### config.mk
export PLATFORM = sky130hd
export DESIGN_NAME = erg_div
export DESIGN_NICKNAME = d
export VERILOG_FILES = /design/src/rtl/erg_pkg.sv /design/src/rtl/erg_div.sv
export SDC_FILE = /design/constraint.sdc
export NUM_CORES = 1
export LEC_CHECK = 0
export ABC_AREA = 1
export BUFFER_PORTS_ARGS = -buffer_cell sky130_fd_sc_hd__buf_2
export CORE_MARGIN = 2
export CORE_UTILIZATION = 54
export CTS_BUF_LIST = sky130_fd_sc_hd__clkbuf_8
export CTS_CLUSTER_DIAMETER = 80
export DETAILED_ROUTE_END_ITERATION = 16
export GPL_TIMING_DRIVEN = 0
export PLACE_DENSITY = 0.81
export SLEW_MARGIN = 20
export SYNTH_ARGS = -nofsm -noshare
export SYNTH_HDL_FRONTEND = slang
export SYNTH_SLANG_ARGS = --single-unit
### constraint.sdc
create_clock -name clk -period 1.9 [get_ports clk]
set_input_delay 0.38 -clock clk [delete_from_list [all_inputs] [get_ports clk]]
set_output_delay 0.38 -clock clk [all_outputs]
set_load 0.05 [all_outputs]
### src/rtl/erg_pkg.sv
// Shared types, constants and the smooth-curve table builder for the easing ramp generator.
`default_nettype none

package erg_pkg;

    // Sizing
    localparam int MAX_LENGTH  = 64;
    localparam int PHASE_STEPS = 1024;

    localparam int LEN_W    = 7;
    localparam int WEIGHT_W = 16;
    localparam int POS_W    = 6;
    localparam int ONE_Q15  = 32768;

    localparam int SPAN_W = $clog2(MAX_LENGTH);
    localparam int DSR_W  = SPAN_W + 1;

    localparam int LIN_DIVIDEND = 2 * ONE_Q15;
    localparam int SMO_DIVIDEND = 2 * PHASE_STEPS;
    localparam int DIVD_MAX     = (LIN_DIVIDEND > SMO_DIVIDEND) ? LIN_DIVIDEND : SMO_DIVIDEND;
    localparam int DIVD_W       = $clog2(DIVD_MAX + 1);
    localparam int DIV_CNT_W    = $clog2(DIVD_W);

    localparam int PHASE_W = $clog2(PHASE_STEPS + 1);
    localparam int NSAT_W  = (SPAN_W + 1 > LEN_W) ? SPAN_W + 1 : LEN_W;

    localparam int QUEUE_DEPTH = 2;
    localparam int QPTR_W      = $clog2(QUEUE_DEPTH);
    localparam int QCNT_W      = $clog2(QUEUE_DEPTH + 1);

    localparam logic [63:0] PI_Q60  = 64'h3243_F6A8_885A_308D;
    localparam logic [63:0] ONE_Q60 = 64'h1000_0000_0000_0000;
    localparam logic [63:0] HALF_Q46 = 64'h0000_2000_0000_0000;

    // Channel payloads
    typedef struct packed {
        logic [LEN_W-1:0] length;
        logic             mode;
    } req_t;

    typedef struct packed {
        logic [WEIGHT_W-1:0] weight;
        logic [POS_W-1:0]    position;
        logic                last;
    } wgt_t;

    // One classified request; span of zero means a single full-scale weight
    typedef struct packed {
        logic [SPAN_W-1:0] span;
        logic              smooth;
    } job_t;

    typedef struct packed {
        logic              start;
        logic [DIVD_W-1:0] dividend;
        logic [DSR_W-1:0]  divisor;
    } div_req_t;

    typedef struct packed {
        logic              done;
        logic [DIVD_W-1:0] quotient;
        logic [DSR_W-1:0]  remainder;
    } div_rsp_t;

    typedef enum logic [1:0] {
        BK_IDLE,
        BK_DIV,
        BK_RUN
    } back_state_t;

    typedef logic [WEIGHT_W-1:0] smooth_rom_t [0:PHASE_STEPS];

    // (a * b) >> 60, truncated to 64 bits
    function automatic logic [63:0] mul_q60(input logic [63:0] a, input logic [63:0] b);
        logic [127:0] prod;
        prod = {64'd0, a} * {64'd0, b};
        return prod[123:60];
    endfunction

    // Unsigned shift-and-subtract long division; runs only while the curve table is built
    function automatic logic [63:0] udiv64(input logic [63:0] num, input logic [63:0] den);
        logic [63:0] quo;
        logic [64:0] rem;
        quo = '0;
        rem = '0;
        for (int b = 63; b >= 0; b--)
        begin
            rem = {rem[63:0], num[b]};
            if (rem >= {1'b0, den})
            begin
                rem    = rem - {1'b0, den};
                quo[b] = 1'b1;
            end
        end
        return quo;
    endfunction

    // cos(pi * k / PHASE_STEPS) in Q60 for k up to half the phase range
    function automatic logic signed [63:0] cos_q60(input logic [63:0] k);
        logic [63:0]        x;
        logic [63:0]        x2;
        logic [63:0]        term;
        logic [63:0]        dvs;
        logic signed [63:0] sum;
        x    = (PI_Q60 / PHASE_STEPS) * k + ((PI_Q60 % PHASE_STEPS) * k) / PHASE_STEPS;
        x2   = mul_q60(x, x);
        term = ONE_Q60;
        sum  = signed'(ONE_Q60);
        for (int n = 1; n <= 16; n++)
        begin
            dvs  = 64'((2 * n - 1) * (2 * n));
            term = udiv64(mul_q60(term, x2), dvs);
            if ((n % 2) == 1)
            begin
                sum = sum - signed'(term);
            end
            else
            begin
                sum = sum + signed'(term);
            end
        end
        return sum;
    endfunction

    // round(32768 * (1 - cos(pi * k / PHASE_STEPS)) / 2)
    function automatic logic [WEIGHT_W-1:0] smooth_entry(input int k);
        logic signed [63:0] v;
        logic [63:0]        r;
        if (2 * k <= PHASE_STEPS)
        begin
            v = signed'(ONE_Q60) - cos_q60(64'(k));
        end
        else
        begin
            v = signed'(ONE_Q60) + cos_q60(64'(PHASE_STEPS - k));
        end
        if (v < 0)
        begin
            v = '0;
        end
        r = (unsigned'(v) + HALF_Q46) >> 46;
        return r[WEIGHT_W-1:0];
    endfunction

    function automatic smooth_rom_t smooth_table();
        smooth_rom_t t;
        for (int k = 0; k <= PHASE_STEPS; k++)
        begin
            t[k] = smooth_entry(k);
        end
        return t;
    endfunction

endpackage

`default_nettype wire

### src/rtl/erg_div.sv
// Restoring divider, one quotient bit per cycle, for the per-run step setup.
`default_nettype none

module erg_div (
    input  wire logic               clk,
    input  wire logic               rst_n,
    input  wire erg_pkg::div_req_t  div_req,
    output erg_pkg::div_rsp_t       div_rsp
);

    logic                            busy_reg, busy_next;
    logic                            done_reg, done_next;
    logic [erg_pkg::DIV_CNT_W-1:0]   cnt_reg, cnt_next;
    logic [erg_pkg::DIVD_W-1:0]      quo_reg, quo_next;
    logic [erg_pkg::DSR_W-1:0]       rem_reg, rem_next;
    logic [erg_pkg::DSR_W-1:0]       dsr_reg, dsr_next;

    logic [erg_pkg::DSR_W:0]         shifted;
    logic [erg_pkg::DSR_W:0]         diff;
    logic                            fits;
    logic                            last_step;

    always_comb
    begin
        shifted   = {rem_reg, quo_reg[erg_pkg::DIVD_W-1]};
        fits      = (shifted >= {1'b0, dsr_reg});
        diff      = shifted - {1'b0, dsr_reg};
        last_step = (cnt_reg == erg_pkg::DIV_CNT_W'(erg_pkg::DIVD_W - 1));

        busy_next = busy_reg;
        done_next = 1'b0;
        cnt_next  = cnt_reg;
        quo_next  = quo_reg;
        rem_next  = rem_reg;
        dsr_next  = dsr_reg;

        if (div_req.start) begin
            busy_next = 1'b1;
            cnt_next  = '0;
            quo_next  = div_req.dividend;
            rem_next  = '0;
            dsr_next  = div_req.divisor;
        end else if (busy_reg) begin
            quo_next  = {quo_reg[erg_pkg::DIVD_W-2:0], fits};
            rem_next  = fits ? diff[erg_pkg::DSR_W-1:0] : shifted[erg_pkg::DSR_W-1:0];
            cnt_next  = cnt_reg + erg_pkg::DIV_CNT_W'(1);
            if (last_step) begin
                busy_next = 1'b0;
                done_next = 1'b1;
            end
        end
    end

    always_ff @(posedge clk or negedge rst_n)
    begin
        if (!rst_n) begin
            busy_reg <= 1'b0;
            done_reg <= 1'b0;
        end else begin
            busy_reg <= busy_next;
            done_reg <= done_next;
        end
    end

    always_ff @(posedge clk)
    begin
        cnt_reg <= cnt_next;
        quo_reg <= quo_next;
        rem_reg <= rem_next;
        dsr_reg <= dsr_next;
    end

    assign div_rsp.done      = done_reg;
    assign div_rsp.quotient  = quo_reg;
    assign div_rsp.remainder = rem_reg;

endmodule

`default_nettype wire

==> results_dict.tcl, run 1 <==
set metrics [dict create \
    finClkSkew_ns 0.003506 \
    finalHoldViolations 0 \
    cp_max_fo 8 \
    final_common_cell "nand2_1" \
    post_drt_wl_per_cell_um 12.05 \
    seq_area_frac_synth 0.5088 \
    postSynthCellCount 235 \
    fin_util 0.6797 \
    dp_worst_setup_slack_ns 0.09336 \
    power.density_mw_per_mm2 1362 \
    dr_total_vias 1711 \
    status "completed" \
    grt_pass1_vias 1616 \
    mappedNetlistArea_sq_mm 0.001987 \
    num_io_pins 52 \
    htree_levels 2 \
    path_class "flip-flop to flip-flop" \
    vias_per_cell 4.988 \
    fin_ws_ns 0.1388 \
    fin_nets 331 \
    multi_input_area_sq_um 862.1 \
    worstSetupStartpoint "quo_reg[16]" \
    ys_ff_latch 38 \
    endpoint_kind "flip-flop" \
    synth.net_count 272 \
    whs_ns 0.2590 \
    nFillCells 309 \
    overflow 0 \
    gp_congestion 0.9135 \
    critical_path_required_ns 2.03 \
    cts.clk_slew.worst_paths_ns 0.07 \
    diodes 0 \
    cts_tree "done" \
    critPathLaunchType "flip-flop" \
    syn_to_final_growth_pct 23.36 \
    grt_usage 0.2191 \
    grt_antenna_before_repair 0 \
    hp-class "input port to flip-flop" \
    clk_path_buf_depth 2 \
    placed_area_sq_mm 0.002312 \
    syn_avg_cell_area_sq_um 8.455 \
    grt_pass1_wl_um 6962 \
    slew_violations 0 \
    dr.pass1.iters 4 \
    drive_gt1_frac 0.2644 \
    cts_root_buffer "clkbuf_8" \
    die_area_sq_mm 0.004181 \
    fmax_ghz 0.5678 \
    worst_pin_slew_ns 0.6177 \
    cts.sinks 38 \
    drt_iter0_markers 117 \
    power_leakage_nw 1.262 \
    yosys_warnings 0 \
    die_w_um 64.66 \
    synth_cell_type_count 30 \
    final.min_clock_period_ns 1.761 \
    ant_nets 0 \
    worstHoldStart "div_req[6]" \
    peakVddDrop_uv 639.8 \
    layout.cells.most_common_list "nand2_1 (92), buf_2 (51), inv_1 (29)" \
    core_sq_mm 0.003606 \
    start_util 0.5510 \
    rsz0062_at_grt "no" \
    die_y_um 64.66 \
    insertion_delay_ns 0.29 \
    reg2reg_from "quo_reg[16]" \
    final_area_sq_mm 0.002451 \
    hpwlAfterDp_um 2980 \
    drv_cap 0 \
    drc_errors 0 \
    setup_viol 0 \
    fin_crit_sh 0.9270 \
    grt_max_degree 20 \
    seq_area_sq_mm 0.001011 \
    port_buffers 51 \
    routed_wl_um 4132 \
    relSlewSlack 0.5866 \
    largest_register_ffs 17 \
    numCtsBuffers 5 \
    row_count 22 \
    critPathArrivalTime_ns 1.89 \
]
layout make-up:
class                   count  share of cell area
plain buffers               5            0.009188
clock buffers               5             0.02808
clock inverters             3             0.01685
inverters                  32             0.04900
multi-input cells         160              0.3517
flip-flops and latches     38              0.4125
well taps                  48             0.02450
repair buffers             52              0.1082
final timing paths:
check | cells after the start | end | slack, ns
worst max-delay path | 10 | quo_reg[0] | 0.14
worst min register to register | 2 | rem_reg[5] | 0.48
min in group asynchronous | 2 | done_reg | 0.41
max in group asynchronous | 2 | busy_reg | 1.40
worst min-delay path | 1 | dsr_reg[6] | 0.26
worst max register to register | 10 | quo_reg[0] | 0.14
worst max-delay path, cell delays in order, from the launching register on:
cell and delay, ns:
edfxtp_1 0.35, inv_1 0.06, ha_2 0.18, fa_2 0.39, inv_2 0.07, nand2_1 0.05, nand2_2 0.08, nand2_2 0.07
nand2_2 0.08, nand2_4 0.09, a31oi_2 0.18
logic make-up after synthesis:
family / Yosys count / synth area share
AOI/OAI and AO/OA: 10 / 0.03400
xor gates and xnor gates: 2 / 0.008818
adders and majority gates: 10 / 0.06675
buffers and inverters: 37 / 0.07178
DFF: 38 / 0.5088
and+or+nand+nor: 138 / 0.3098
metrics by stage:
| step | total power, mW | instances | setup TNS, ns |
|---|---|---|---|
| 3_3_place_gp | 2.603 | 334 | 0 |
| 5_1_grt | 3.556 | 343 | 0 |
| 2_1_floorplan | 2.313 | 235 | -0.4084 |
| 3_5_place_dp | 2.631 | 334 | 0 |
| 6_report | 3.339 | 343 | 0 |
| 4_1_cts | 3.313 | 343 | 0 |
cells in the mapped netlist:
master | count | area share
nand2_1 | 95 | 0.18
inv_1 | 29 | 0.055
edfxtp_1 | 24 | 0.36
nand3_1 | 16 | 0.040
dfxtp_1 | 12 | 0.12
ha_1 | 9 | 0.057
nor2_1 | 7 | 0.013
nand3b_1 | 5 | 0.019
clkbuf_1 | 4 | 0.0076
nor3_1 | 4 | 0.010
a21oi_1 | 3 | 0.0076
a31oi_1 | 2 | 0.0063
dfrtp_1 | 2 | 0.025
inv_2 | 2 | 0.0038
nand3_2 | 2 | 0.010
nand4_1 | 2 | 0.0063
nor4_1 | 2 | 0.0063
o21ai_0 | 2 | 0.0050
xor2_1 | 2 | 0.0088
a21oi_4 | 1 | 0.0082
buf_4 | 1 | 0.0038
clkinv_1 | 1 | 0.0019
fa_1 | 1 | 0.010
nand2_2 | 1 | 0.0032
nand3_4 | 1 | 0.0088
nor2_2 | 1 | 0.0032
nor2_4 | 1 | 0.0057
o21ai_1 | 1 | 0.0025
o21ai_2 | 1 | 0.0044
or2_4 | 1 | 0.0044
layer usage:
layer,global-route usage,wire length [um],up-vias
li1,-,-,874
met1,0.2666,1791,784
met2,0.3815,2052,46
met3,0.05903,233,7
met4,0.06383,54,0
met5,0,0,-
report_power, final:
part | internal, mW | switching (mW)
registers | 1.02 | 0.0948
logic | 0.489 | 1.06
clock network | 0.386 | 0.293
total | 1.89 | 1.45
repair_timing:
item                                    CTS  global route
gates resized for setup                   0             5
hold buffers                              1             0
endpoints found under the hold margin     2             0
setup buffers                             0             0
endpoints found under the setup margin    0             8
Power figures use the tool's default switching activity.
==> run 2: changes to the inputs <==
BUFFER_PORTS_ARGS = not set   (was -buffer_cell sky130_fd_sc_hd__buf_2)
CORE_UTILIZATION = 60   (was 54)
DONT_BUFFER_PORTS = 1   (was not set)
PLACE_DENSITY = 0.76   (was 0.81)
RECOVER_POWER = 50   (was not set)
==> results_dict.tcl, run 2 (synthesis gave the netlist of run 1 again) <==
set metrics [dict create \
    num_io_pins 52 \
    fin_nets 284 \
    layout.cells.most_common_list "nand2_1 (90), inv_1 (28), edfxtp_1 (24)" \
    timing.rr.end "quo_reg[0]" \
    start_util 0.6403 \
    diodes 0 \
    reg2reg_slack_ns -0.17 \
    fin_crit_sh 1.088 \
    worst_pin_slew_ns 0.5890 \
    power_leakage_nw 1.060 \
    finClkSkew_ns 0.006127 \
    slew_violations 0 \
    power.density_mw_per_mm2 1419 \
    fin_util 0.7230 \
    die_y_um 61.55 \
    routed_wl_um 3984 \
    htree_levels 2 \
    crit_end "quo_reg[0]" \
    finalPower_mw 3.184 \
    drc_errors 0 \
    grt_max_degree 20 \
    status "finished with violations" \
    die_area_sq_mm 0.003788 \
    peakVddDrop_uv 800.2 \
    row_count 20 \
    port_buffers 0 \
    cts.clk_slew.worst_paths_ns 0.07 \
    grt_antenna_before_repair 0 \
    fin_ws_ns -0.1666 \
    numCtsBuffers 5 \
    finalHoldViolations 0 \
    gp_congestion 0.8625 \
    syn_to_final_growth_pct 12.91 \
    insertion_delay_ns 0.29 \
    clk_path_buf_depth 2 \
    cts.sinks 38 \
    nFillCells 275 \
    hpwlAfterDp_um 2650 \
    critPathLaunchType "flip-flop" \
    cp_max_fo 8 \
    grt_pass1_wl_um 6168 \
    drv_cap 0 \
    fmax_ghz 0.4839 \
    largest_register_ffs 17 \
    core_sq_mm 0.003103 \
    ant_nets 0 \
    cts_tree "done" \
    dr_total_vias 1537 \
    die_w_um 61.55 \
    fin_cells 292 \
    reg2reg_from "quo_reg[16]" \
    grt_pass1_vias 1438 \
    endpoint_kind "flip-flop" \
    dr.pass1.iters 6 \
    dp.cells 279 \
    setup_viol 8 \
    seq_area_sq_mm 0.001015 \
    hp-class "input port to flip-flop" \
    relSlewSlack 0.6068 \
    drive_gt1_frac 0.1452 \
    violations "negative setup slack" \
    worstHoldStart "div_req[1]" \
    path_class "flip-flop to flip-flop" \
    post_drt_wl_per_cell_um 13.64 \
    overflow 0 \
    multi_input_area_sq_um 909.6 \
    worstSetupStartpoint "quo_reg[16]" \
    rsz0062_at_grt "yes" \
    final_common_cell "nand2_1" \
    final.min_clock_period_ns 2.067 \
    drt_iter0_markers 77 \
    reg2reg_depth 10 \
    cts_root_buffer "clkbuf_8" \
    dp_worst_setup_slack_ns -0.3069 \
    whs_ns 0.1793 \
    vias_per_cell 5.264 \
    grt_usage 0.2325 \
    critPathArrivalTime_ns 2.20 \
    critical_path_required_ns 2.04 \
]
-- run 2: cell types whose count changed in the layout (fill, tap and decap cells not counted), moves of 2 or more --
| cell | before | now |
|---|---|---|
| buf_2 | 51 | 0 |
| buf_4 | 1 | 5 |
| dfxtp_1 | 12 | 9 |
| dfxtp_2 | 0 | 3 |
| nand2_1 | 92 | 90 |
| nand2_4 | 1 | 3 |
-- run 2: what timing repair did --
action | 4_1_cts | 5_1_grt
endpoints found under the setup margin | 8 | 8
gates resized for setup | 10 | 7
hold endpoints to repair | 2 | 0
pin swaps | 5 | 5
hold buffers | 1 | 0
buffers inserted | 3 | 1
-- run 2: worst min-delay path by stage --
stage | to | slack, ns | cells after the start
floorplan | busy_reg | 0.08 | 0
global placement | done_reg | 0.08 | 0
detailed placement | busy_reg | 0.08 | 0
CTS | dsr_reg[2] | 0.18 | 0
global route | dsr_reg[3] | 0.17 | 0
finish | dsr_reg[1] | 0.18 | 0
-- run 2: worst max-delay path, cell delays in order (launching register included) --
cell and delay, ns:
edfxtp_1 0.66, inv_2 0.11, ha_4 0.19, fa_2 0.35, inv_2 0.07, nand2_2 0.06
nand2_4 0.08, nand2_4 0.07, nand2_4 0.09, nand2_8 0.08, a31oi_4 0.15
-- run 2: layout make-up --
| cell class | count | share of cell area |
|---|---|---|
| sequential | 38 | 0.4523 |
| multi-input combinational | 160 | 0.4055 |
| inverter | 32 | 0.05354 |
| clock buffer | 5 | 0.03067 |
| tap | 44 | 0.02454 |
| timing repair buffer | 5 | 0.01785 |
| buffer | 5 | 0.01004 |
| clock inverter | 3 | 0.005577 |
-- run 2: routing by layer --
layer	GRT usage	routed length, um	vias up
li1	-	-	773
met1	0.2757	1708	703
met2	0.3759	1939	51
met3	0.08824	238	10
met4	0.1033	97	0
met5	0	0	-
-- run 2: stage by stage --
stage | TNS, ns | instance area [sq um]
floorplan | -0.4084 | 1997
global placement | -2.055 | 2052
detailed placement | -2.090 | 2052
CTS | -1.517 | 2207
global route | -1.987 | 2243
finish | -1.210 | 2243
-- run 2: report_power, final --
group / internal, mW / switching (mW) / total [mW]
Clock: 0.247 / 0.275 / 0.522
Combinational: 0.452 / 0.689 / 1.14
Sequential: 1.03 / 0.494 / 1.52
