`src/rtl/erg_pkg.sv`:
```
// Shared types, constants and the smooth-curve table builder for the easing ramp generator.
`default_nettype none

package erg_pkg;

    // Sizing
    localparam int MAX_LENGTH  = 64;
    localparam int PHASE_STEPS = 1024;

    localparam int LEN_W    = 7;
    localparam int WEIGHT_W = 16;
    localparam int POS_W    = 6;
    localparam int ONE_Q15  = 32768;

    localparam int SPAN_W = $clog2(MAX_LENGTH);
    localparam int DSR_W  = SPAN_W + 1;

    localparam int LIN_DIVIDEND = 2 * ONE_Q15;
    localparam int SMO_DIVIDEND = 2 * PHASE_STEPS;
    localparam int DIVD_MAX     = (LIN_DIVIDEND > SMO_DIVIDEND) ? LIN_DIVIDEND : SMO_DIVIDEND;
    localparam int DIVD_W       = $clog2(DIVD_MAX + 1);
    localparam int DIV_CNT_W    = $clog2(DIVD_W);

    localparam int PHASE_W = $clog2(PHASE_STEPS + 1);
    localparam int NSAT_W  = (SPAN_W + 1 > LEN_W) ? SPAN_W + 1 : LEN_W;

    localparam int QUEUE_DEPTH = 2;
    localparam int QPTR_W      = $clog2(QUEUE_DEPTH);
    localparam int QCNT_W      = $clog2(QUEUE_DEPTH + 1);

    localparam logic [63:0] PI_Q60  = 64'h3243_F6A8_885A_308D;
    localparam logic [63:0] ONE_Q60 = 64'h1000_0000_0000_0000;
    localparam logic [63:0] HALF_Q46 = 64'h0000_2000_0000_0000;

    // Channel payloads
    typedef struct packed {
        logic [LEN_W-1:0] length;
        logic             mode;
    } req_t;

    typedef struct packed {
        logic [WEIGHT_W-1:0] weight;
        logic [POS_W-1:0]    position;
        logic                last;
    } wgt_t;

    // One classified request; span of zero means a single full-scale weight
    typedef struct packed {
        logic [SPAN_W-1:0] span;
        logic              smooth;
    } job_t;

    typedef struct packed {
        logic              start;
        logic [DIVD_W-1:0] dividend;
        logic [DSR_W-1:0]  divisor;
    } div_req_t;

    typedef struct packed {
        logic              done;
        logic [DIVD_W-1:0] quotient;
        logic [DSR_W-1:0]  remainder;
    } div_rsp_t;

    typedef enum logic [1:0] {
        BK_IDLE,
        BK_DIV,
        BK_RUN
    } back_state_t;

    typedef logic [WEIGHT_W-1:0] smooth_rom_t [0:PHASE_STEPS];

    // (a * b) >> 60, truncated to 64 bits
    function automatic logic [63:0] mul_q60(input logic [63:0] a, input logic [63:0] b);
        logic [127:0] prod;
        prod = {64'd0, a} * {64'd0, b};
        return prod[123:60];
    endfunction

    // Unsigned shift-and-subtract long division; runs only while the curve table is built
    function automatic logic [63:0] udiv64(input logic [63:0] num, input logic [63:0] den);
        logic [63:0] quo;
        logic [64:0] rem;
        quo = '0;
        rem = '0;
        for (int b = 63; b >= 0; b--)
        begin
            rem = {rem[63:0], num[b]};
            if (rem >= {1'b0, den})
            begin
                rem    = rem - {1'b0, den};
                quo[b] = 1'b1;
            end
        end
        return quo;
    endfunction

    // cos(pi * k / PHASE_STEPS) in Q60 for k up to half the phase range
    function automatic logic signed [63:0] cos_q60(input logic [63:0] k);
        logic [63:0]        x;
        logic [63:0]        x2;
        logic [63:0]        term;
        logic [63:0]        dvs;
        logic signed [63:0] sum;
        x    = (PI_Q60 / PHASE_STEPS) * k + ((PI_Q60 % PHASE_STEPS) * k) / PHASE_STEPS;
        x2   = mul_q60(x, x);
        term = ONE_Q60;
        sum  = signed'(ONE_Q60);
        for (int n = 1; n <= 16; n++)
        begin
            dvs  = 64'((2 * n - 1) * (2 * n));
            term = udiv64(mul_q60(term, x2), dvs);
            if ((n % 2) == 1)
            begin
                sum = sum - signed'(term);
            end
            else
            begin
                sum = sum + signed'(term);
            end
        end
        return sum;
    endfunction

    // round(32768 * (1 - cos(pi * k / PHASE_STEPS)) / 2)
    function automatic logic [WEIGHT_W-1:0] smooth_entry(input int k);
        logic signed [63:0] v;
        logic [63:0]        r;
        if (2 * k <= PHASE_STEPS)
        begin
            v = signed'(ONE_Q60) - cos_q60(64'(k));
        end
        else
        begin
            v = signed'(ONE_Q60) + cos_q60(64'(PHASE_STEPS - k));
        end
        if (v < 0)
        begin
            v = '0;
        end
        r = (unsigned'(v) + HALF_Q46) >> 46;
        return r[WEIGHT_W-1:0];
    endfunction

    function automatic smooth_rom_t smooth_table();
        smooth_rom_t t;
        for (int k = 0; k <= PHASE_STEPS; k++)
        begin
            t[k] = smooth_entry(k);
        end
        return t;
    endfunction

endpackage

`default_nettype wire

```
`src/rtl/erg_front.sv`:
```
// Request intake: length clamp, short-run detection and a small job queue.
`default_nettype none

module erg_front (
    input  wire logic           clk,
    input  wire logic           rst_n,
    input  wire logic           req_valid,
    output logic                req_stall,
    input  wire erg_pkg::req_t  req,
    output logic                job_valid,
    output erg_pkg::job_t       job,
    input  wire logic           job_pop
);

    erg_pkg::job_t                     mem_reg [erg_pkg::QUEUE_DEPTH];
    logic [erg_pkg::QPTR_W-1:0]        wr_ptr_reg, wr_ptr_next;
    logic [erg_pkg::QPTR_W-1:0]        rd_ptr_reg, rd_ptr_next;
    logic [erg_pkg::QCNT_W-1:0]        count_reg, count_next;

    logic [erg_pkg::NSAT_W-1:0]        n_ext;
    logic [erg_pkg::NSAT_W-1:0]        n_sat;
    logic                              short_run;
    erg_pkg::job_t                     new_job;
    logic                              push;
    logic                              pop;

    // Classify the incoming request
    always_comb
    begin
        n_ext     = erg_pkg::NSAT_W'(req.length);
        n_sat     = (n_ext > erg_pkg::NSAT_W'(erg_pkg::MAX_LENGTH))
                    ? erg_pkg::NSAT_W'(erg_pkg::MAX_LENGTH) : n_ext;
        short_run = (req.length <= erg_pkg::LEN_W'(1));
        new_job.span   = short_run ? '0 : erg_pkg::SPAN_W'(n_sat - erg_pkg::NSAT_W'(1));
        new_job.smooth = req.mode & ~short_run;
    end

    assign req_stall = (count_reg == erg_pkg::QCNT_W'(erg_pkg::QUEUE_DEPTH));
    assign job_valid = (count_reg != '0);
    assign job       = mem_reg[rd_ptr_reg];

    assign push = req_valid & ~req_stall;
    assign pop  = job_pop & job_valid;

    always_comb
    begin
        wr_ptr_next = wr_ptr_reg;
        rd_ptr_next = rd_ptr_reg;
        if (push) begin
            wr_ptr_next = (wr_ptr_reg == erg_pkg::QPTR_W'(erg_pkg::QUEUE_DEPTH - 1))
                          ? '0 : wr_ptr_reg + erg_pkg::QPTR_W'(1);
        end
        if (pop) begin
            rd_ptr_next = (rd_ptr_reg == erg_pkg::QPTR_W'(erg_pkg::QUEUE_DEPTH - 1))
                          ? '0 : rd_ptr_reg + erg_pkg::QPTR_W'(1);
        end
        count_next = count_reg + erg_pkg::QCNT_W'(push) - erg_pkg::QCNT_W'(pop);
    end

    always_ff @(posedge clk or negedge rst_n)
    begin
        if (!rst_n) begin
            wr_ptr_reg <= '0;
            rd_ptr_reg <= '0;
            count_reg  <= '0;
        end else begin
            wr_ptr_reg <= wr_ptr_next;
            rd_ptr_reg <= rd_ptr_next;
            count_reg  <= count_next;
        end
    end

    always_ff @(posedge clk)
    begin
        if (push) begin
            mem_reg[wr_ptr_reg] <= new_job;
        end
    end

endmodule

`default_nettype wire

```
`config.mk`:
```
export PLATFORM = sky130hd
export DESIGN_NAME = erg_front
export DESIGN_NICKNAME = d
export VERILOG_FILES = /design/src/rtl/erg_pkg.sv /design/src/rtl/erg_front.sv
export SDC_FILE = /design/constraint.sdc
export NUM_CORES = 1
export LEC_CHECK = 0
export ABC_AREA = 1
export BUFFER_PORTS_ARGS = -buffer_cell sky130_fd_sc_hd__buf_2
export CORE_MARGIN = 2
export CORE_UTILIZATION = 49
export CTS_CLUSTER_SIZE = 10
export DETAILED_ROUTE_END_ITERATION = 10
export PLACE_DENSITY = 0.73
export RECOVER_POWER = 100
export SYNTH_ARGS = -nofsm -noshare
export SYNTH_HDL_FRONTEND = slang
export SYNTH_SLANG_ARGS = --single-unit
export TNS_END_PERCENT = 1
```
`constraint.sdc`:
```
create_clock -name clk -period 2.3 [get_ports clk]
set_input_delay 0.23 -clock clk [delete_from_list [all_inputs] [get_ports clk]]
set_output_delay 0.23 -clock clk [all_outputs]
set_load 0.01 [all_outputs]
```
==> impl_results.md, run 1 <==
- H-tree lvl count: 1
- Number of different library cells in the post-synthesis netlist: 20
- Most instantiated flip-flop cell in the synthesis netlist: sky130_fd_sc_hd__edfxtp_1
- Endpoint type of the worst setup path: flop
- Data arrival time of the worst path: 1990 ps
- Maximum number of pins on one net before global-route repair: 11
- Run status: complete, no violations
- Layout overhead on the synthesized area: 14.6%
- Max Slew Vio Count: 0
- Async set-or-reset flop fraction in the synthesized netlist: 0.222
- IO Port Bufs: 20
- Area contributors post-synth: sky130_fd_sc_hd__edfxtp_1, sky130_fd_sc_hd__nand2_1, sky130_fd_sc_hd__dfrtp_1, sky130_fd_sc_hd__ha_1, sky130_fd_sc_hd__inv_1
- Effective utilization at floorplan: 0.532
- Number of rows in the core area: 15
- Combined global-route utilization of all metal layers: 0.168
- Critical Path Start: count_reg[0]$_DFF_PN0_
- Total Nets Final: approximately 140
- Die area: approximately 2300 µm²
- Die Wd: 47.5 µm
- Later-pin clock latency in the skew report: between 200 and 300 ps
- Placed cell count: 143
- Post-synthesis instance area: 928 µm²
- Clk sinks: 18
- Synthesized net count: between 100 and 150
- IO Count: 21
- Final Hold Slack: 240 ps
- DP HPWL: 1310 µm
- Worst IR Drop VDD: 0.000436 V
- Worst Clk Skew: 11.3 ps
- R2r setup slk: 540 ps
- Worst path cell trace: o21ai_0 > ha_1 > inv_1 > ha_1 > xnor2_1 > xor2_1
- Max-Slew Margin vs Limit: 0.553
- Final WL: 1730 µm
- Warnings from Yosys: 0
- Min-delay worst type: input port to flop
- Seq cells post-synth: 18
- Number of flip-flops under the largest register name: 14
- Final min period: roughly 1800 ps
- Post-Synthesis Cells: 99
- Detailed-route wire length per cell: 11.7 µm
- Highest attainable clock frequency: around 570 MHz
- Die height: approximately 48 µm
- R2R Path Start: count_reg[0]$_DFF_PN0_
- Peak per-stage delay on the critical path: around 440 ps
- Number of antenna-violating nets in the routed design: 0
- Antenna violations before repair: 0
- Leakage Power: 0.491 nW
- Overall power after layout: ~1.1 mW
- Master cell of the clock root buffer: sky130_fd_sc_hd__clkbuf_4
- Master of the slowest instance on the critical path: sky130_fd_sc_hd__o21ai_0
- DR pass1 iterations: 4
- Final core utilization: 0.609
- Cell repeated most along the worst path: sky130_fd_sc_hd__ha_1
- Vias in the first global route: 622
- Global-route wire length before repair: 2550 µm
- Total overflow reported by the global router: 0
- Largest fanout of any net on the critical path: 4
- Number of vias per cell: a little under 5
- Power density over the cells: 1040 nW/µm²
- Fraction of layout cells with a size suffix above 1: 0.171
- TritonCTS clock tree: done
- Number of DRC violations after detailed-routing iteration 0: 20
- Critical path's top delay family: adder cells
- Worst path required time: around 2500 ps
- Yosys top cell area share: 0.453
- Detailed-route DRC error count: 0
- CP Buf/Inv Count: 1
- EDFF count, synth: 14
- RSZ-0062 raised after global routing: false
- Syn avg cell area: 9.38 µm²
- Number of buffers created by CTS: 3
- Share of the yosys chip area belonging to registers: 0.561
- Number of inserted diodes: 0
- Clock-pin slew on the worst setup and hold paths: 110 ps
- Critical path class: flop to flop
- Number of non-filler instances in the completed layout: 148
- Total negative slack for setup checks: 0 ps
- Final critical-path share of the clock period: 0.767
- Transition time of the tightest slew-check pin: 665 ps
- Dominant cell type by area after synthesis: sky130_fd_sc_hd__edfxtp_1
- Max-capacitance violation count: 0
- Launch point of the worst hold path: job_pop
- Final Hold Vio Count: 0
- Maximum clock path buffer count: 2
- Number of gates resized after cts: 0
- CP startpoint kind: flop
- GPL Wtd Cong: 0.706
- Total setup violations reported at the end of the flow: 0
- Via count: 717
- Placeable core region: 1750 µm²
[worst register-to-register path, stage by stage (launching register included)]
cell	delay, ps
sky130_fd_sc_hd__dfrtp_1	420
sky130_fd_sc_hd__o21ai_0	440
sky130_fd_sc_hd__ha_1	330
sky130_fd_sc_hd__inv_1	60
sky130_fd_sc_hd__ha_1	150
sky130_fd_sc_hd__xnor2_1	130
sky130_fd_sc_hd__xor2_1	160
[cell families (layout without fill, tap and decap cells)]
family	Yosys count	in the layout	share of synthesized area
buf+inv	13	37	0.0539
flops	18	18	0.561
xor+xnor	4	4	0.0377
fa+ha+maj	3	3	0.0404
simple gates	57	57	0.282
compound gates	4	4	0.0256
[layer usage]
layer  GRT usage  wire length, µm  up-vias  part of all wire
met2       0.286              880       26              0.51
met3      0.0340               99        2             0.057
li1            -                -      364                 -
met5           0                0        -                 0
met1       0.200              730      325              0.42
met4      0.0833               21        0             0.012
[report_power, final]
group          leakage [nW]  internal, mW  switching (mW)  total [mW]
Combinational         0.296         0.141           0.264       0.405
Clock                0.0210        0.0963          0.0932       0.190
Sequential            0.175         0.461          0.0487       0.510
[cells in the final DEF (no fill, tap or decap), types with 2 or more instances in the layout]
| cell type | Yosys | layout |
|---|---|---|
| sky130_fd_sc_hd__a21oi_1 | 2 | 2 |
| sky130_fd_sc_hd__buf_2 | 1 | 10 |
| sky130_fd_sc_hd__clkbuf_1 | 0 | 10 |
| sky130_fd_sc_hd__clkbuf_4 | 0 | 3 |
| sky130_fd_sc_hd__dfrtp_1 | 4 | 4 |
| sky130_fd_sc_hd__edfxtp_1 | 14 | 14 |
| sky130_fd_sc_hd__ha_1 | 3 | 3 |
| sky130_fd_sc_hd__inv_1 | 8 | 9 |
| sky130_fd_sc_hd__inv_2 | 4 | 3 |
| sky130_fd_sc_hd__nand2_1 | 36 | 37 |
| sky130_fd_sc_hd__nand3_1 | 5 | 5 |
| sky130_fd_sc_hd__nor2_1 | 7 | 8 |
| sky130_fd_sc_hd__nor2_2 | 2 | 2 |
| sky130_fd_sc_hd__or2_0 | 0 | 2 |
| sky130_fd_sc_hd__xor2_1 | 3 | 3 |
[timing repair]
item,in CTS,in global routing
hold buffers,1,0
endpoints found under the hold margin,4,0
buffers inserted,0,0
[synth_stat cells (2+ instances only)]
cell type                  number
sky130_fd_sc_hd__dfrtp_1        4
sky130_fd_sc_hd__nand3_1        5
sky130_fd_sc_hd__nor2_2         2
sky130_fd_sc_hd__nand2_1       36
sky130_fd_sc_hd__a21oi_1        2
sky130_fd_sc_hd__nand2_2        2
sky130_fd_sc_hd__nor2_1         7
sky130_fd_sc_hd__xor2_1         3
sky130_fd_sc_hd__inv_1          8
sky130_fd_sc_hd__edfxtp_1      14
sky130_fd_sc_hd__or2_1          2
sky130_fd_sc_hd__inv_2          4
sky130_fd_sc_hd__ha_1           3
[area by class of cell]
class | instances | area (µm²)
inverter | 12 | 45.0
tap | 25 | 31.3
multi-input combinational | 68 | 333
sequential | 18 | 520
clock buffer | 4 | 36.3
fill | 181 | 682
timing repair buffer | 21 | 97.6
[stage by stage]
| step | worst slack, ps | instance area [µm²] |
|---|---|---|
| 5_1_grt | 362 | 1060 |
| 2_1_floorplan | 655 | 928 |
| 3_3_place_gp | 691 | 1050 |
| 6_report | 537 | 1060 |
| 4_1_cts | 574 | 1100 |
| 3_5_place_dp | 604 | 1050 |
[final timing paths]
path                            depth (start not counted)                     end
worst max-delay path                                    6  count_reg[1]$_DFF_PN0_
worst min-delay path                                    3  rd_ptr_reg$_DFFE_PN0P_
worst max register to register                          6  count_reg[1]$_DFF_PN0_
worst min register to register                          1  count_reg[0]$_DFF_PN0_
max in group asynchronous                               2  wr_ptr_reg$_DFFE_PN0P_
min in group asynchronous                               2  count_reg[1]$_DFF_PN0_
(Power assumes the default switching activity.)
==> run 2: changes to the inputs <==
- CORE_UTILIZATION: 49 -> 46
- PLACE_DENSITY: 0.73 -> 0.72
- clock period: 2.3 -> 1.53 ns (I/O delays scaled with it)
==> impl_results.md, run 2 (synthesis results as in run 1) <==
- Worst Clk Skew: 4.68 ps (-6.58 ps)
- R2r setup slk: -70 ps (-610 ps)
- Number of vias per cell: 4.61 (-4.8%)
- Number of inserted diodes: 0 (unchanged)
- Detailed-route DRC error count: 0 (unchanged)
- Commonest non-fill, non-tap cell in the layout: sky130_fd_sc_hd__nand2_1
- DR pass1 iterations: 4 (unchanged)
- Worst IR Drop VDD: 0.000764 V (+76%)
- Number of DRC violations after detailed-routing iteration 0: 12 (-40%)
- Power density over the cells: 1590 nW/µm² (+53%)
- Number of flip-flops under the largest register name: 14 (unchanged)
- Die Wd: 48.9 µm (+2.9%)
- Worst R2R Path Depth: 8 (+2)
- Clk sinks: 18 (unchanged)
- CP startpoint kind: flop
- TritonCTS clock tree: done
- Combined global-route utilization of all metal layers: 0.160 (-0.00748)
- Number of antenna-violating nets in the routed design: 0 (unchanged)
- CP Buf/Inv Count: 2 (+1)
- Later-pin clock latency in the skew report: 290 ps (about the same)
- Critical path's top delay family: adder cells
- Number of filler cells placed in the layout: 181 (unchanged)
- Min-Delay Path Depth: 3 (unchanged)
- Combined area of the multi-input logic cells: 392 µm² (+18%)
- Master of the slowest instance on the critical path: sky130_fd_sc_hd__dfrtp_1
- Maximum number of pins on one net before global-route repair: 11 (unchanged)
- Transition time of the tightest slew-check pin: 602 ps (-62.3 ps)
- Final critical-path share of the clock period: 1.05 (+0.280)
- Clock-pin slew on the worst setup and hold paths: 100 ps (about the same)
- Total setup violations reported at the end of the flow: 1 (+1)
- Final core utilization: 0.582 (-0.0275)
- Number of buffers created by CTS: 3 (unchanged)
- Effective utilization at floorplan: 0.478 (-0.0538)
- Number of non-filler instances in the completed layout: 152 (+2.7%)
- Final non-filler cell area: 1130 µm² (+6.2%)
- Number of rows in the core area: 16 (+1)
- Layout overhead on the synthesized area: 21.7%
- Capture point of the worst reg-to-reg path: count_reg[1]$_DFF_PN0_
- Endpoint type of the worst setup path: flop
- Worst path required time: 1710 ps (-810 ps)
- Detailed-route wire length per cell: 11.4 µm (-2.6%)
- Launch point of the worst hold path: req[0]
- Master cell of the clock root buffer: sky130_fd_sc_hd__clkbuf_4
- Critical path class: flop to flop
- Run status: finished, violations left
- GPL Wtd Cong: 0.720 (+2.0%)
- End of the worst hold path: mem_reg[1][0]$_DFFE_PP_
- DP HPWL: 1250 µm (-4.6%)
- Routed length on met3: 44 µm (-56%)
- IO Count: 21 (unchanged)
- Min-delay worst type: input port to flop
- Final min period: 1600 ps (-161 ps)
- Max-Slew Margin vs Limit: 0.595 (+0.0419)
- Fraction of layout cells with a size suffix above 1: 0.248 (+0.0773)
- Max Slew Vio Count: 0 (unchanged)
- Max-capacitance violation count: 0 (unchanged)
- R2R Path Start: count_reg[1]$_DFF_PN0_
- Largest fanout of any net on the critical path: 2 (-2)
- Data arrival time of the worst path: 1780 ps (-210 ps)
- RSZ-0062 raised after global routing: true
- Final Hold Vio Count: 0 (unchanged)
- Peak per-stage delay on the critical path: 400 ps (-40 ps)
- Placeable core region: 1940 µm² (+11%)
- Most frequent cells in the layout: sky130_fd_sc_hd__nand2_1, sky130_fd_sc_hd__edfxtp_1, sky130_fd_sc_hd__buf_2, sky130_fd_sc_hd__clkbuf_1, sky130_fd_sc_hd__inv_1
- Global-route wire length before repair: 2900 µm (+14%)
- Post-Route M1 WL: 784 µm (+7.4%)
- Uppermost routed layer: met4
- Highest attainable clock frequency: 624 MHz (+10%)
- Worst setup timing slack at the placement stage: -72.8 ps (-677 ps)
- Total Nets Final: 141 (+1.4%)
- Final WL: 1730 µm (about the same)
- IO Port Bufs: 20 (unchanged)
- Via count: 701 (-2.2%)
- Failing checks: negative setup slack
- Total negative slack for setup checks: -72.1 ps (-72.1 ps)
- H-tree lvl count: 1 (unchanged)
- Register cell area after layout: 520 µm² (unchanged)
- Worst-case setup margin in the final layout: -72.1 ps (-609 ps)
- Met2 WL post-DR: 858 µm (-2.5%)
- Setup fix buffers added after clock tree synthesis: 0 (unchanged)
- Post-detailed-placement cell area: 1080 µm² (+2.1%)
- Die height: 48.9 µm (+2.9%)
- Maximum clock path buffer count: 2 (unchanged)
- Worst path cell trace: or2_4 > nand2_2 > inv_2 > ha_4 > inv_2 > ha_4 > xnor2_2 > xor2_1
- Leakage Power: 0.502 nW (+2.1%)
- Vias in the first global route: 668 (+7.4%)
- Die area: 2390 µm² (+6.0%)
- Total overflow reported by the global router: 0 (unchanged)
- Placed cell count: 147 (+2.8%)
- Antenna violations before repair: 0 (unchanged)
-- run 2: cell count changes in the layout (fill, tap and decap cells not counted), moves of 2 or more --
cell,previous run,this run
sky130_fd_sc_hd__buf_4,0,2
sky130_fd_sc_hd__ha_4,0,2
sky130_fd_sc_hd__or2_0,2,0
sky130_fd_sc_hd__inv_1,9,7
sky130_fd_sc_hd__clkinv_1,0,2
sky130_fd_sc_hd__ha_1,3,1
sky130_fd_sc_hd__nor2_1,8,6
-- run 2: worst max path at each step --
stage	from	end	slack, ps	cells past startpoint
6_report	count_reg[1]$_DFF_PN0_	count_reg[1]$_DFF_PN0_	-70	8
5_1_grt	count_reg[1]$_DFF_PN0_	count_reg[1]$_DFF_PN0_	-120	8
4_1_cts	count_reg[0]$_DFF_PN0_	count_reg[1]$_DFF_PN0_	-80	8
3_5_place_dp	count_reg[1]$_DFF_PN0_	count_reg[1]$_DFF_PN0_	-70	8
3_3_place_gp	count_reg[1]$_DFF_PN0_	count_reg[1]$_DFF_PN0_	-20	8
2_1_floorplan	count_reg[0]$_DFF_PN0_	count_reg[1]$_DFF_PN0_	-70	8
-- run 2: timing repair --
item | CTS | global route
setup endpoints to repair | 1 | 15
gates resized for setup | 6 | 2
endpoints found under the hold margin | 4 | 0
gates cloned | 0 | 0
pin swaps | 4 | 3
hold buffers | 1 | 0
-- run 2: metal layers --
layer | global-route usage | up-vias
met5 | 0 | -
met4 | 0.114 | 0
met3 | 0.0123 | 4
met2 | 0.258 | 16
met1 | 0.205 | 315
li1 | - | 366
-- run 2: worst min-delay path: stages --
cell and delay (ps):
sky130_fd_sc_hd__buf_2 90, sky130_fd_sc_hd__nand2_1 50, sky130_fd_sc_hd__inv_1 50
-- run 2: area by class of cell --
cell class                      instances  share of cell area
Sequential cell                        18               0.461
Multi-Input combinational cell         68               0.347
Timing Repair Buffer                   23              0.0997
Inverter                               12              0.0399
Tap cell                               27              0.0299
Clock buffer                            3              0.0199
Clock inverter                          1             0.00332
-- run 2: report_power, final --
group          switching [mW]  total [mW]  internal [mW]
Sequential             0.0766       0.768          0.692
Combinational           0.476       0.797          0.321
Clock                   0.138       0.232         0.0947
Total                   0.690        1.80           1.11
-- run 2: through the flow --
stage / power, mW / hold WS, ps
2_1_floorplan: 1.22 / -143
3_3_place_gp: 1.44 / -35.8
3_5_place_dp: 1.48 / -30.7
4_1_cts: 1.81 / 146
5_1_grt: 1.92 / 181
6_report: 1.80 / 160
